**src/design/vdp_pkg.sv**
```systemverilog
// ----------------------------------------------------------------------------
// vdp_pkg: shared types, constants and helpers
// Fixed-point formats, sequencer states and saturating arithmetic for the
// oscillator step generator.
// ----------------------------------------------------------------------------
package vdp_pkg;

  localparam int FRAC_BITS       = 16;
  localparam int VALUE_WIDTH     = 24;
  localparam int H_FRAC          = 16;
  localparam int H_WIDTH         = 16;
  localparam int COUNT_WIDTH     = 16;
  localparam int MU_WIDTH        = VALUE_WIDTH - 1;
  localparam int CFG_INDEX_WIDTH = 3;

  typedef logic signed [VALUE_WIDTH-1:0] value_t;
  typedef logic signed [VALUE_WIDTH:0]   operand_t;
  typedef logic [VALUE_WIDTH-1:0]        mag_t;
  typedef logic [2*VALUE_WIDTH-1:0]      prod_t;
  typedef logic [MU_WIDTH-1:0]           mu_t;
  typedef logic [H_WIDTH-1:0]            step_h_t;
  typedef logic [COUNT_WIDTH-1:0]        count_t;

  localparam value_t VMAX = {1'b0, {(VALUE_WIDTH-1){1'b1}}};
  localparam value_t VMIN = {1'b1, {(VALUE_WIDTH-1){1'b0}}};

  // 1.0, clipped to the value range when the fraction leaves no room for it
  localparam value_t ONE = (FRAC_BITS < VALUE_WIDTH - 1) ?
                           value_t'(64'(1) << FRAC_BITS) : VMAX;
  localparam mu_t MU_RESET = (FRAC_BITS < MU_WIDTH) ?
                             mu_t'(64'(1) << FRAC_BITS) : mu_t'(0);
  localparam step_h_t H_RESET     = step_h_t'(655);
  localparam count_t  COUNT_RESET = count_t'(1000);

  typedef enum logic [CFG_INDEX_WIDTH-1:0] {
    REG_INIT_X     = 3'd0,
    REG_INIT_Y     = 3'd1,
    REG_DAMPING_MU = 3'd2,
    REG_STEP_H     = 3'd3,
    REG_STEP_COUNT = 3'd4
  } cfg_reg_e;

  // right shift applied to the product magnitude
  typedef enum logic [1:0] {
    SH_VALUE,
    SH_STEP,
    SH_HALF
  } shift_e;

  typedef struct packed {
    operand_t a;
    operand_t b;
    shift_e   sh;
  } mul_req_t;

  typedef enum logic [3:0] {
    S_IDLE,
    S_M_XX,
    S_W_OM,
    S_M_T1,
    S_W_T1,
    S_M_T2,
    S_W_F,
    S_M_DY,
    S_W_YN,
    S_W_S,
    S_M_DX,
    S_W_X,
    S_DONE
  } seq_state_e;

  function automatic value_t sat_add(input value_t a, input value_t b);
    logic signed [VALUE_WIDTH:0] s;
    begin
      s = {a[VALUE_WIDTH-1], a} + {b[VALUE_WIDTH-1], b};
      if (s[VALUE_WIDTH] != s[VALUE_WIDTH-1]) begin
        return s[VALUE_WIDTH] ? VMIN : VMAX;
      end
      return s[VALUE_WIDTH-1:0];
    end
  endfunction

  function automatic value_t sat_sub(input value_t a, input value_t b);
    logic signed [VALUE_WIDTH:0] s;
    begin
      s = {a[VALUE_WIDTH-1], a} - {b[VALUE_WIDTH-1], b};
      if (s[VALUE_WIDTH] != s[VALUE_WIDTH-1]) begin
        return s[VALUE_WIDTH] ? VMIN : VMAX;
      end
      return s[VALUE_WIDTH-1:0];
    end
  endfunction

endpackage

```
**src/design/vdp_mul.sv**
```systemverilog
// ----------------------------------------------------------------------------
// vdp_mul: shared multiply, shift and saturate unit
// Sign-magnitude product registered once; shift and clip on the read side.
// ----------------------------------------------------------------------------
module vdp_mul import vdp_pkg::*; (
  input  logic     clk,
  input  mul_req_t req,
  output value_t   res
);

  logic   neg_in;
  mag_t   mag_a;
  mag_t   mag_b;
  prod_t  prod;
  logic   neg;
  shift_e sh;
  prod_t  shifted;
  logic   big;
  logic   exact;

  always_comb begin
    neg_in = req.a[VALUE_WIDTH] ^ req.b[VALUE_WIDTH];
    mag_a  = req.a[VALUE_WIDTH] ? mag_t'(-req.a) : mag_t'(req.a);
    mag_b  = req.b[VALUE_WIDTH] ? mag_t'(-req.b) : mag_t'(req.b);
  end

  always_ff @(posedge clk) begin
    prod <= prod_t'(mag_a) * prod_t'(mag_b);
    neg  <= neg_in;
    sh   <= req.sh;
  end

  always_comb begin
    case (sh)
      SH_VALUE: shifted = prod >> FRAC_BITS;
      SH_STEP:  shifted = prod >> H_FRAC;
      SH_HALF:  shifted = prod >> (H_FRAC + 1);
      default:  shifted = prod;
    endcase
    big   = |shifted[2*VALUE_WIDTH-1:VALUE_WIDTH-1];
    exact = (shifted == (prod_t'(1) << (VALUE_WIDTH - 1)));
    if (neg) begin
      res = (big && !exact) ? VMIN : value_t'(-shifted);
    end else begin
      res = big ? VMAX : value_t'(shifted);
    end
  end

endmodule

```
**src/design/vdp_core.sv**
```systemverilog
// ----------------------------------------------------------------------------
// vdp_core: step sequencer and state registers
// Walks one explicit step through the shared multiplier, issue and write-back
// in turn, and holds the current point and step counter.
// ----------------------------------------------------------------------------
module vdp_core import vdp_pkg::*; (
  input  logic     clk,
  input  logic     rst,
  input  logic     start,
  input  logic     restart,
  input  value_t   init_x,
  input  value_t   init_y,
  input  mu_t      damping_mu,
  input  step_h_t  step_h,
  input  logic     out_free,
  input  value_t   mul_res,
  output mul_req_t mul_req,
  output logic     idle,
  output logic     done,
  output value_t   x_now,
  output value_t   y_now,
  output count_t   step_counter
);

  seq_state_e state;
  seq_state_e state_next;
  value_t     acc;
  value_t     aux;

  always_ff @(posedge clk) begin
    if (rst) begin
      state <= S_IDLE;
    end else begin
      state <= state_next;
    end
  end

  always_comb begin
    state_next = state;
    case (state)
      S_IDLE: if (start) begin
        state_next = restart ? S_DONE : S_M_XX;
      end
      S_M_XX: state_next = S_W_OM;
      S_W_OM: state_next = S_M_T1;
      S_M_T1: state_next = S_W_T1;
      S_W_T1: state_next = S_M_T2;
      S_M_T2: state_next = S_W_F;
      S_W_F:  state_next = S_M_DY;
      S_M_DY: state_next = S_W_YN;
      S_W_YN: state_next = S_W_S;
      S_W_S:  state_next = S_M_DX;
      S_M_DX: state_next = S_W_X;
      S_W_X:  state_next = S_DONE;
      S_DONE: if (out_free) begin
        state_next = S_IDLE;
      end
      default: state_next = S_IDLE;
    endcase
  end

  always_comb begin
    mul_req = '{a: '0, b: '0, sh: SH_VALUE};
    idle    = 1'b0;
    done    = 1'b0;
    case (state)
      S_IDLE: idle = 1'b1;
      S_M_XX: mul_req = '{a: operand_t'(x_now), b: operand_t'(x_now), sh: SH_VALUE};
      S_M_T1: mul_req = '{a: operand_t'({1'b0, damping_mu}), b: operand_t'(acc),
                          sh: SH_VALUE};
      S_M_T2: mul_req = '{a: operand_t'(acc), b: operand_t'(y_now), sh: SH_VALUE};
      S_M_DY: mul_req = '{a: operand_t'({1'b0, step_h}), b: operand_t'(acc),
                          sh: SH_STEP};
      S_M_DX: mul_req = '{a: operand_t'({1'b0, step_h}), b: operand_t'(aux),
                          sh: SH_HALF};
      S_DONE: done = 1'b1;
      default: ;
    endcase
  end

  always_ff @(posedge clk) begin
    if (rst) begin
      x_now        <= '0;
      y_now        <= '0;
      step_counter <= '0;
    end else begin
      case (state)
        S_IDLE: if (start && restart) begin
          x_now        <= init_x;
          y_now        <= init_y;
          step_counter <= '0;
        end
        S_W_X: begin
          x_now        <= sat_add(x_now, mul_res);
          step_counter <= step_counter + count_t'(1);
        end
        S_W_S: y_now <= acc;
        default: ;
      endcase
    end
  end

  // scratch: 1 - x*x, mu*(1 - x*x), slope, new y, then y + new y
  always_ff @(posedge clk) begin
    case (state)
      S_W_OM: acc <= sat_sub(ONE, mul_res);
      S_W_T1: acc <= mul_res;
      S_W_F:  acc <= sat_sub(mul_res, x_now);
      S_W_YN: acc <= sat_add(y_now, mul_res);
      S_W_S:  aux <= sat_add(y_now, acc);
      default: ;
    endcase
  end

endmodule

```
**src/design/van_der_pol_step_generator.sv**
```systemverilog
// ----------------------------------------------------------------------------
// van_der_pol_step_generator: oscillator trajectory, one step per item
// Configuration registers, step sequencer, shared multiplier, output register.
// ----------------------------------------------------------------------------
// A restart item loads init_x/init_y and returns them as step 0 through the
// done state and the output register. Any other item advances one explicit
// step: the five products of a step run one after another through a single
// registered multiplier, each with an issue state and a write-back state,
// plus one state for the y sum. in_ready is high only while the sequencer
// is idle. The result sits in an output register, so the next item may be
// taken while a result still waits; a finished step waits in the sequencer
// until that register is free. The x and y values are signed Q7.16 and
// saturate at every sum and product. Write the configuration registers only
// while the block is idle.
module van_der_pol_step_generator import vdp_pkg::*; (
  input  logic                       clk,
  input  logic                       rst,
  input  logic                       cfg_we,
  input  logic [CFG_INDEX_WIDTH-1:0] cfg_index,
  input  logic [VALUE_WIDTH-1:0]     cfg_data,
  input  logic                       in_valid,
  output logic                       in_ready,
  input  logic                       restart,
  output logic                       out_valid,
  input  logic                       out_ready,
  output value_t                     x_value,
  output value_t                     y_value,
  output count_t                     step_index,
  output logic                       last
);

  value_t   init_x;
  value_t   init_y;
  mu_t      damping_mu;
  step_h_t  step_h;
  count_t   step_count;
  mul_req_t mul_req;
  value_t   mul_res;
  logic     idle;
  logic     done;
  logic     start;
  logic     out_free;
  value_t   x_now;
  value_t   y_now;
  count_t   step_counter;

  always_ff @(posedge clk) begin
    if (rst) begin
      init_x     <= '0;
      init_y     <= ONE;
      damping_mu <= MU_RESET;
      step_h     <= H_RESET;
      step_count <= COUNT_RESET;
    end else if (cfg_we) begin
      case (cfg_index)
        REG_INIT_X:     init_x     <= cfg_data;
        REG_INIT_Y:     init_y     <= cfg_data;
        REG_DAMPING_MU: damping_mu <= cfg_data[MU_WIDTH-1:0];
        REG_STEP_H:     step_h     <= cfg_data[H_WIDTH-1:0];
        REG_STEP_COUNT: step_count <= cfg_data[COUNT_WIDTH-1:0];
        default: ;
      endcase
    end
  end

  assign in_ready = idle;
  assign start    = in_valid && idle;
  assign out_free = !out_valid || out_ready;

  vdp_core u_core (
    .clk          (clk),
    .rst          (rst),
    .start        (start),
    .restart      (restart),
    .init_x       (init_x),
    .init_y       (init_y),
    .damping_mu   (damping_mu),
    .step_h       (step_h),
    .out_free     (out_free),
    .mul_res      (mul_res),
    .mul_req      (mul_req),
    .idle         (idle),
    .done         (done),
    .x_now        (x_now),
    .y_now        (y_now),
    .step_counter (step_counter)
  );

  vdp_mul u_mul (
    .clk (clk),
    .req (mul_req),
    .res (mul_res)
  );

  // load the output register when the step is finished and the slot is free
  always_ff @(posedge clk) begin
    if (rst) begin
      out_valid <= 1'b0;
    end else if (done && out_free) begin
      out_valid <= 1'b1;
    end else if (out_ready) begin
      out_valid <= 1'b0;
    end
  end

  always_ff @(posedge clk) begin
    if (done && out_free) begin
      x_value    <= x_now;
      y_value    <= y_now;
      step_index <= step_counter;
      last       <= (step_counter == step_count - count_t'(1));
    end
  end

  a_no_accept_busy: assert property (@(posedge clk) disable iff (rst)
    (in_valid && in_ready && !restart) |=> !in_ready)
    else $error("item accepted while a step was in progress");

  a_restart_step0: assert property (@(posedge clk) disable iff (rst)
    (in_valid && in_ready && restart && !out_valid) |-> ##2
      (out_valid && step_index == '0))
    else $error("restart did not return step 0");

  a_last_flag: assert property (@(posedge clk) disable iff (rst)
    $rose(out_valid) |-> (last == (step_index == step_count - count_t'(1))))
    else $error("last flag disagrees with step index");

  a_advance_latency: assert property (@(posedge clk) disable iff (rst)
    (in_valid && in_ready && !restart) |=> !$rose(out_valid))
    else $error("advance result appeared too early");

endmodule

```
**config.mk**
```make
export PLATFORM = sky130hd
export DESIGN_NAME = van_der_pol_step_generator
export DESIGN_NICKNAME = d
export VERILOG_FILES = /design/src/design/vdp_pkg.sv /design/src/design/vdp_mul.sv /design/src/design/vdp_core.sv /design/src/design/van_der_pol_step_generator.sv
export SDC_FILE = /design/constraint.sdc
export NUM_CORES = 2
export LEC_CHECK = 0
export BUFFER_PORTS_ARGS = -buffer_cell sky130_fd_sc_hd__clkbuf_2
export CAP_MARGIN = 20
export CORE_MARGIN = 3
export CORE_UTILIZATION = 50
export CTS_BUF_LIST = sky130_fd_sc_hd__clkbuf_16
export DETAILED_ROUTE_END_ITERATION = 8
export PLACE_DENSITY_LB_ADDON = 0.2
export SLEW_MARGIN = 15
export SYNTH_ARGS = -nofsm -noshare
export SYNTH_HDL_FRONTEND = slang
export SYNTH_HIERARCHICAL = 1
export SYNTH_SLANG_ARGS = --single-unit
```
**constraint.sdc**
```tcl
create_clock -name clk -period 18.9 [get_ports clk]
set_input_delay 1.89 -clock clk [delete_from_list [all_inputs] [get_ports clk]]
set_output_delay 1.89 -clock clk [all_outputs]
set_load 0.005 [all_outputs]
```
* Word level (Yosys, flattened, before mapping)
Cells that the tools add are included.
** Word-level totals
- Input bits :: 33
- Output and inout bits :: 67
- Register bits after elaboration :: 336
- Logic and storage cells :: 131
** Cells by class
- Reduce and logical (&&, ||, !) cells :: 24
- Add/subtract/negate cells :: 10
- Equality and inequality tests :: 28
- Muxes and demuxes :: 48
- Bitwise gates (word level) :: 1
- Multipliers :: 1
** Operators by type and width (number)
- $mux 24 :: 22
- $pmux 52 s5 :: 1
- $pmux 24 s2 :: 2
- $pmux 24 s4 :: 1
- $pmux 48 s2 :: 1
- $add 24x24->25 :: 3
- $neg 24->24 :: 3
- $pmux 4 s13 :: 1
- $eq 48x24->1 const B :: 1
- $mul 24x24->48 :: 1
- $pmux 16 s2 :: 1
- $reduce_or 25->1 :: 1
- $sub 18x24->25 const A :: 1
- $sub 24x24->25 :: 1
- $eq 4x4->1 const B :: 5
- $add 16x1->16 const B :: 1
- $eq 16x16->1 :: 1
- $eq 4x3->1 const B :: 4
- $mux 16 :: 1
- $reduce_and 2->1 :: 8
- $sub 16x1->16 const B :: 1
- $mux 1 :: 15
- $mux 4 :: 3
- $eq 4x2->1 const B :: 2
- 19 further kinds :: 31

* Depth between registers and ports, before layout
- Word-level depth :: 15
- Gate-level depth with buffers :: 43
- Depth with buffers taken out :: 38

* Modules after synthesis
Netlist, hierarchy kept.
** By module, submodules not included
- vdp_mul :: sequential area each 1021.0 sq um, cells an instance 2535, times used 1, area each 21663.3 sq um
- vdp_core :: sequential area each 2802.7 sq um, cells an instance 1502, times used 1, area each 11700.0 sq um
- van_der_pol_step_generator :: sequential area each 4033.9 sq um, cells an instance 609, times used 1, area each 6187.2 sq um

* Least setup slack after synthesis
No wires, ideal clock.
- Path kind :: flip-flop to flip-flop
- From :: register u_core.state[3]
- To :: register u_mul.prod[45]
- Setup slack :: 9266 ps
- Period minus slack after synthesis :: 9634 ps
- Buffers on the path :: 6
- Stages on the path, launching flop included :: 40
- Library setup time :: 62 ps
- Data arrival time :: 9572 ps
- Required time :: 18838 ps
- Cells stage by stage :: dfxtp_1 clkbuf_1 inv_1 nand2_1 nor2_1 clkbuf_1 clkbuf_1 a22oi_1 nand2_1 inv_1 buf_1 ha_1 nor2b_1 nand3_1 or4_1 or4_1 o21ai_1 xor2_1 [4 not listed] fa_1 fa_1 fa_1 inv_1 fa_1 fa_1 inv_1 fa_1 inv_1 ha_1 clkbuf_1 a21oi_1 nand2_1 or2_2 o21ai_0 a21oi_1 or4_1 nand3_1
** RTL lines
- start, declared :: RTL line vdp_core.sv:25 : seq_state_e state;
- start signal, assigned :: RTL line vdp_core.sv:34 : state <= state_next;
- end signal, assigned :: RTL line vdp_mul.sv:28 : prod <= prod_t'(mag_a) * prod_t'(mag_b);
- end, declared :: RTL line vdp_mul.sv:14 : prod_t prod;

==> impl_metrics.csv <==
group,metric,value,unit
setup_path,r2r-start,"u_core/state[3]$_SDFFE_PP0P_",
hold_path,min_to,"init_x[20]$_SDFFE_PP0P_",
clock_network,cts-buffers-inserted,37,
clock_network,cts_setup_buffers,0,
place,hpwlAfterDp,105000,µm
global_route,antenna_found_initial,2,
detailed_routing,drt_wl_total,135000,µm
setup_path,slowest_delay,790,ps
timing,fin_crit,11380,ps
hold_path,hp-class,"reg2reg",
logic_synthesis,seq_area_frac_synth,19.9,%
finish,syn_to_final_growth,8.54,%
logic_synthesis,synth_area_per_cell,8.51,µm²
detailed_routing,routedWlPerCell,23.5,µm
logic_synthesis,synth_cells,4646,
global_route,grt_usage,32.7,%
power_and_ir_drop,switching_share,43.4,%
global_route,grt_pass1_wl,205000,µm
power_and_ir_drop,internal_power,1.79,mW
power_and_ir_drop,vdd_drop_max,0.0000935,V
power_and_ir_drop,p_per_area,73.4,nW/µm²
timing,fin_setup_tns,0,ps
clock_network,cts_root_buffer,"clkbuf_16",
place,pre_cts_ws,7770,ps
power_and_ir_drop,combPwrFrac,45.9,%
clock_network,cts.sinks,336,
timing,fin_skew,33.5,ps
logic_synthesis,synth_top_area_share,24.6,%
detailed_routing,drc,0,
finish,layout_commonest_cell,"nand2_1",
die,die_x,287,µm
status,status,"complete, no violations",
finish,fill_cells,7290,
timing,tightest_slew,1150,ps
setup_path,worst-path-max-fanout,48,
die,ios,100,
logic_synthesis,ys.flop_type,"dfxtp_1",
timing,slew_violations,0,
setup_path,crit_arrival,11880,ps
timing,fmax,0.0879,GHz
setup_path,critical_path_required,19410,ps
timing,setup_viol,0,
global_route,grt_max_degree,92,
die,die_y,287,µm
setup_path,rrSetupSlack,7520,ps
logic_synthesis,synth_area_leaders,"fa_1, dfxtp_1, ha_1",
setup_path,r2r_cells,33,
logic_synthesis,netlist_area,39600,µm²
hold_path,worstHoldStart,"init_x[20]$_SDFFE_PP0P_",
place,placement.io_buffers,99,
setup_path,reg2reg_to,"u_mul/prod[45]$_DFF_P_",
power_and_ir_drop,power_switching,1.37,mW
power_and_ir_drop,leakage,18.8,nW
setup_path,endpoint_kind,"flop",
detailed_routing,firstDrtPassIters,6,
timing,rsz0062_at_grt,"no",
detailed_routing,via_per_inst,5.95,
clock_network,cts_buffer_depth,3,
setup_path,worstSetupPathType,"reg2reg",
clock_network,ctsHoldBuffers,0,
place,place_congestion,0.969,
finish,mostFrequentLayoutCells,"nand2_1, inv_1, fa_1",
logic_synthesis,ys_seq_elements,336,
clock_network,clock_latency,590,ps
timing,finalCritPeriodShare,60.2,%
die,rows,102,
timing,final.setup.worst_slack,7520,ps
logic_synthesis,synth_fp_nets,5441,
finish,fin_nets,5491,
timing,final_hold_viol_count,0,
setup_path,cp_common_cell,"fa_1",
clock_network,cts.repair.resized,0,
power_and_ir_drop,p_seq_share,30.6,%
die,core_area,77800,µm²
power_and_ir_drop,pwr-share-clk,23.5,%
logic_synthesis,yosysUniqueCellTypes,100,
logic_synthesis,synth_edf_count,113,
clock_network,htreeDepth,2,
logic_synthesis,synth_top_area_cell,"fa_1",
detailed_routing,ant_nets,0,
detailed_routing,vias,34306,
logic_synthesis,ys_warn_count,6,
finish,drive_above_1_share,7.94,%
hold_path,hold_depth,2,
timing,hold_slack,455,ps
logic_synthesis,synthArstFlopShare,0,%
detailed_routing,drt-initial-drc-count,3439,
job,drv_cap,0,
die,start_util,50.8,%
clock_network,clk_pin_slew,60,ps
global_route,grt_overflow,0,
setup_path,start_kind,"flop",
clock_network,cts_tree,"built",
timing,maxSlewHeadroom,22.8,%
setup_path,slowest_stage,"inv_1",
global_route,first_global_vias,33727,
die,die_area,82500,µm²
==> worst max-delay path, delay by kind of cell, from the launching register on <==
kind,cells,cell delay [ps]
DFF,1,560
adders and majority gates,9,4230
AOI/OAI and AO/OA,8,2090
buffers and inverters,6,1630
xor gates and xnor gates,1,430
and+or+nand+nor,9,2330
==> cell type report <==
class / instances / area, µm² / share of cell area, %
Multi-Input combinational cell: 3501 / 28800 / 67.2
Sequential cell: 336 / 7860 / 18.3
Inverter: 597 / 2240 / 5.22
Timing Repair Buffer: 223 / 1440 / 3.35
Tap cell: 1040 / 1300 / 3.03
Clock buffer: 38 / 951 / 2.22
Clock inverter: 29 / 289 / 0.673
Antenna cell: 1 / 2.50 / 0.00583
==> flip-flops by register name, summed over array words and instances, names as in the netlist, 23 cells and up <==
register / count
u_core/acc: 24
u_mul/prod: 48
damping_mu: 23
u_core/x_now: 24
x_value: 24
init_x: 24
init_y: 24
u_core/aux: 24
y_value: 24
u_core/y_now: 24
==> cells in the mapped netlist, types with 52 or more instances <==
cell type / instances
a21o_1: 52
a21oi_1: 275
clkbuf_1: 173
dfxtp_1: 223
edfxtp_1: 113
fa_1: 486
ha_1: 276
inv_1: 596
nand2_1: 799
nand3_1: 69
nor2_1: 411
nor3_1: 52
o21ai_0: 121
xnor2_1: 154
xor2_1: 88
==> kinds of logic after synthesis <==
kind of cell             share of synthesized area [%]
buffers and inverters                             7.90
XOR/XNOR                                          5.36
flip-flops                                        19.9
multiplexers                                      1.58
AO/OA/AOI/OAI                                     14.1
adder cells (fa/ha/maj)                           33.5
AND/OR/NAND/NOR                                   17.6
==> metal layers <==
layer | vias up | global-route usage, % | routed length [µm]
met4 | 0 | 14.2 | 7130
met2 | 1585 | 52.9 | 61700
li1 | 15498 | - | -
met3 | 354 | 5.53 | 12000
met5 | - | 0 | 0
met1 | 16869 | 43.3 | 54500
==> power by group through the flow <==
stage / Sequential [mW] / Combinational (mW) / Clock, mW
5_1_grt: 0.963 / 1.55 / 0.780
2_1_floorplan: 0.901 / 1.01 / 0
6_report: 0.965 / 1.45 / 0.740
3_5_place_dp: 0.974 / 1.40 / 0
4_1_cts: 0.959 / 1.41 / 0.752
3_3_place_gp: 0.974 / 1.39 / 0
==> how the worst max path moves through the flow <==
stage                                       from                endpoint  slack [ps]
floorplan           u_core/state[3]$_SDFFE_PP0P_  u_mul/prod[45]$_DFF_P_        9270
global placement    u_core/state[3]$_SDFFE_PP0P_  u_mul/prod[45]$_DFF_P_        7510
detailed placement  u_core/state[3]$_SDFFE_PP0P_  u_mul/prod[36]$_DFF_P_        7770
CTS                 u_core/state[3]$_SDFFE_PP0P_  u_mul/prod[36]$_DFF_P_        7690
global route        u_core/state[3]$_SDFFE_PP0P_  u_mul/prod[36]$_DFF_P_        6930
finish              u_core/state[3]$_SDFFE_PP0P_  u_mul/prod[45]$_DFF_P_        7520
==> per-stage QoR <==
step / util [%] / total power, mW / cells / instance area (µm²)
after floorplan: - / 1.91 / 4646 / 39600
after global placement: 53.5 / 2.37 / 5695 / 41700
after detailed placement: 53.5 / 2.38 / 5697 / 41700
after CTS: 55.1 / 3.12 / 5764 / 42900
after global routing: 55.1 / 3.30 / 5764 / 42900
final: 55.1 / 3.15 / 5765 / 42900
No activity file was read; power rests on OpenSTA's default activity.
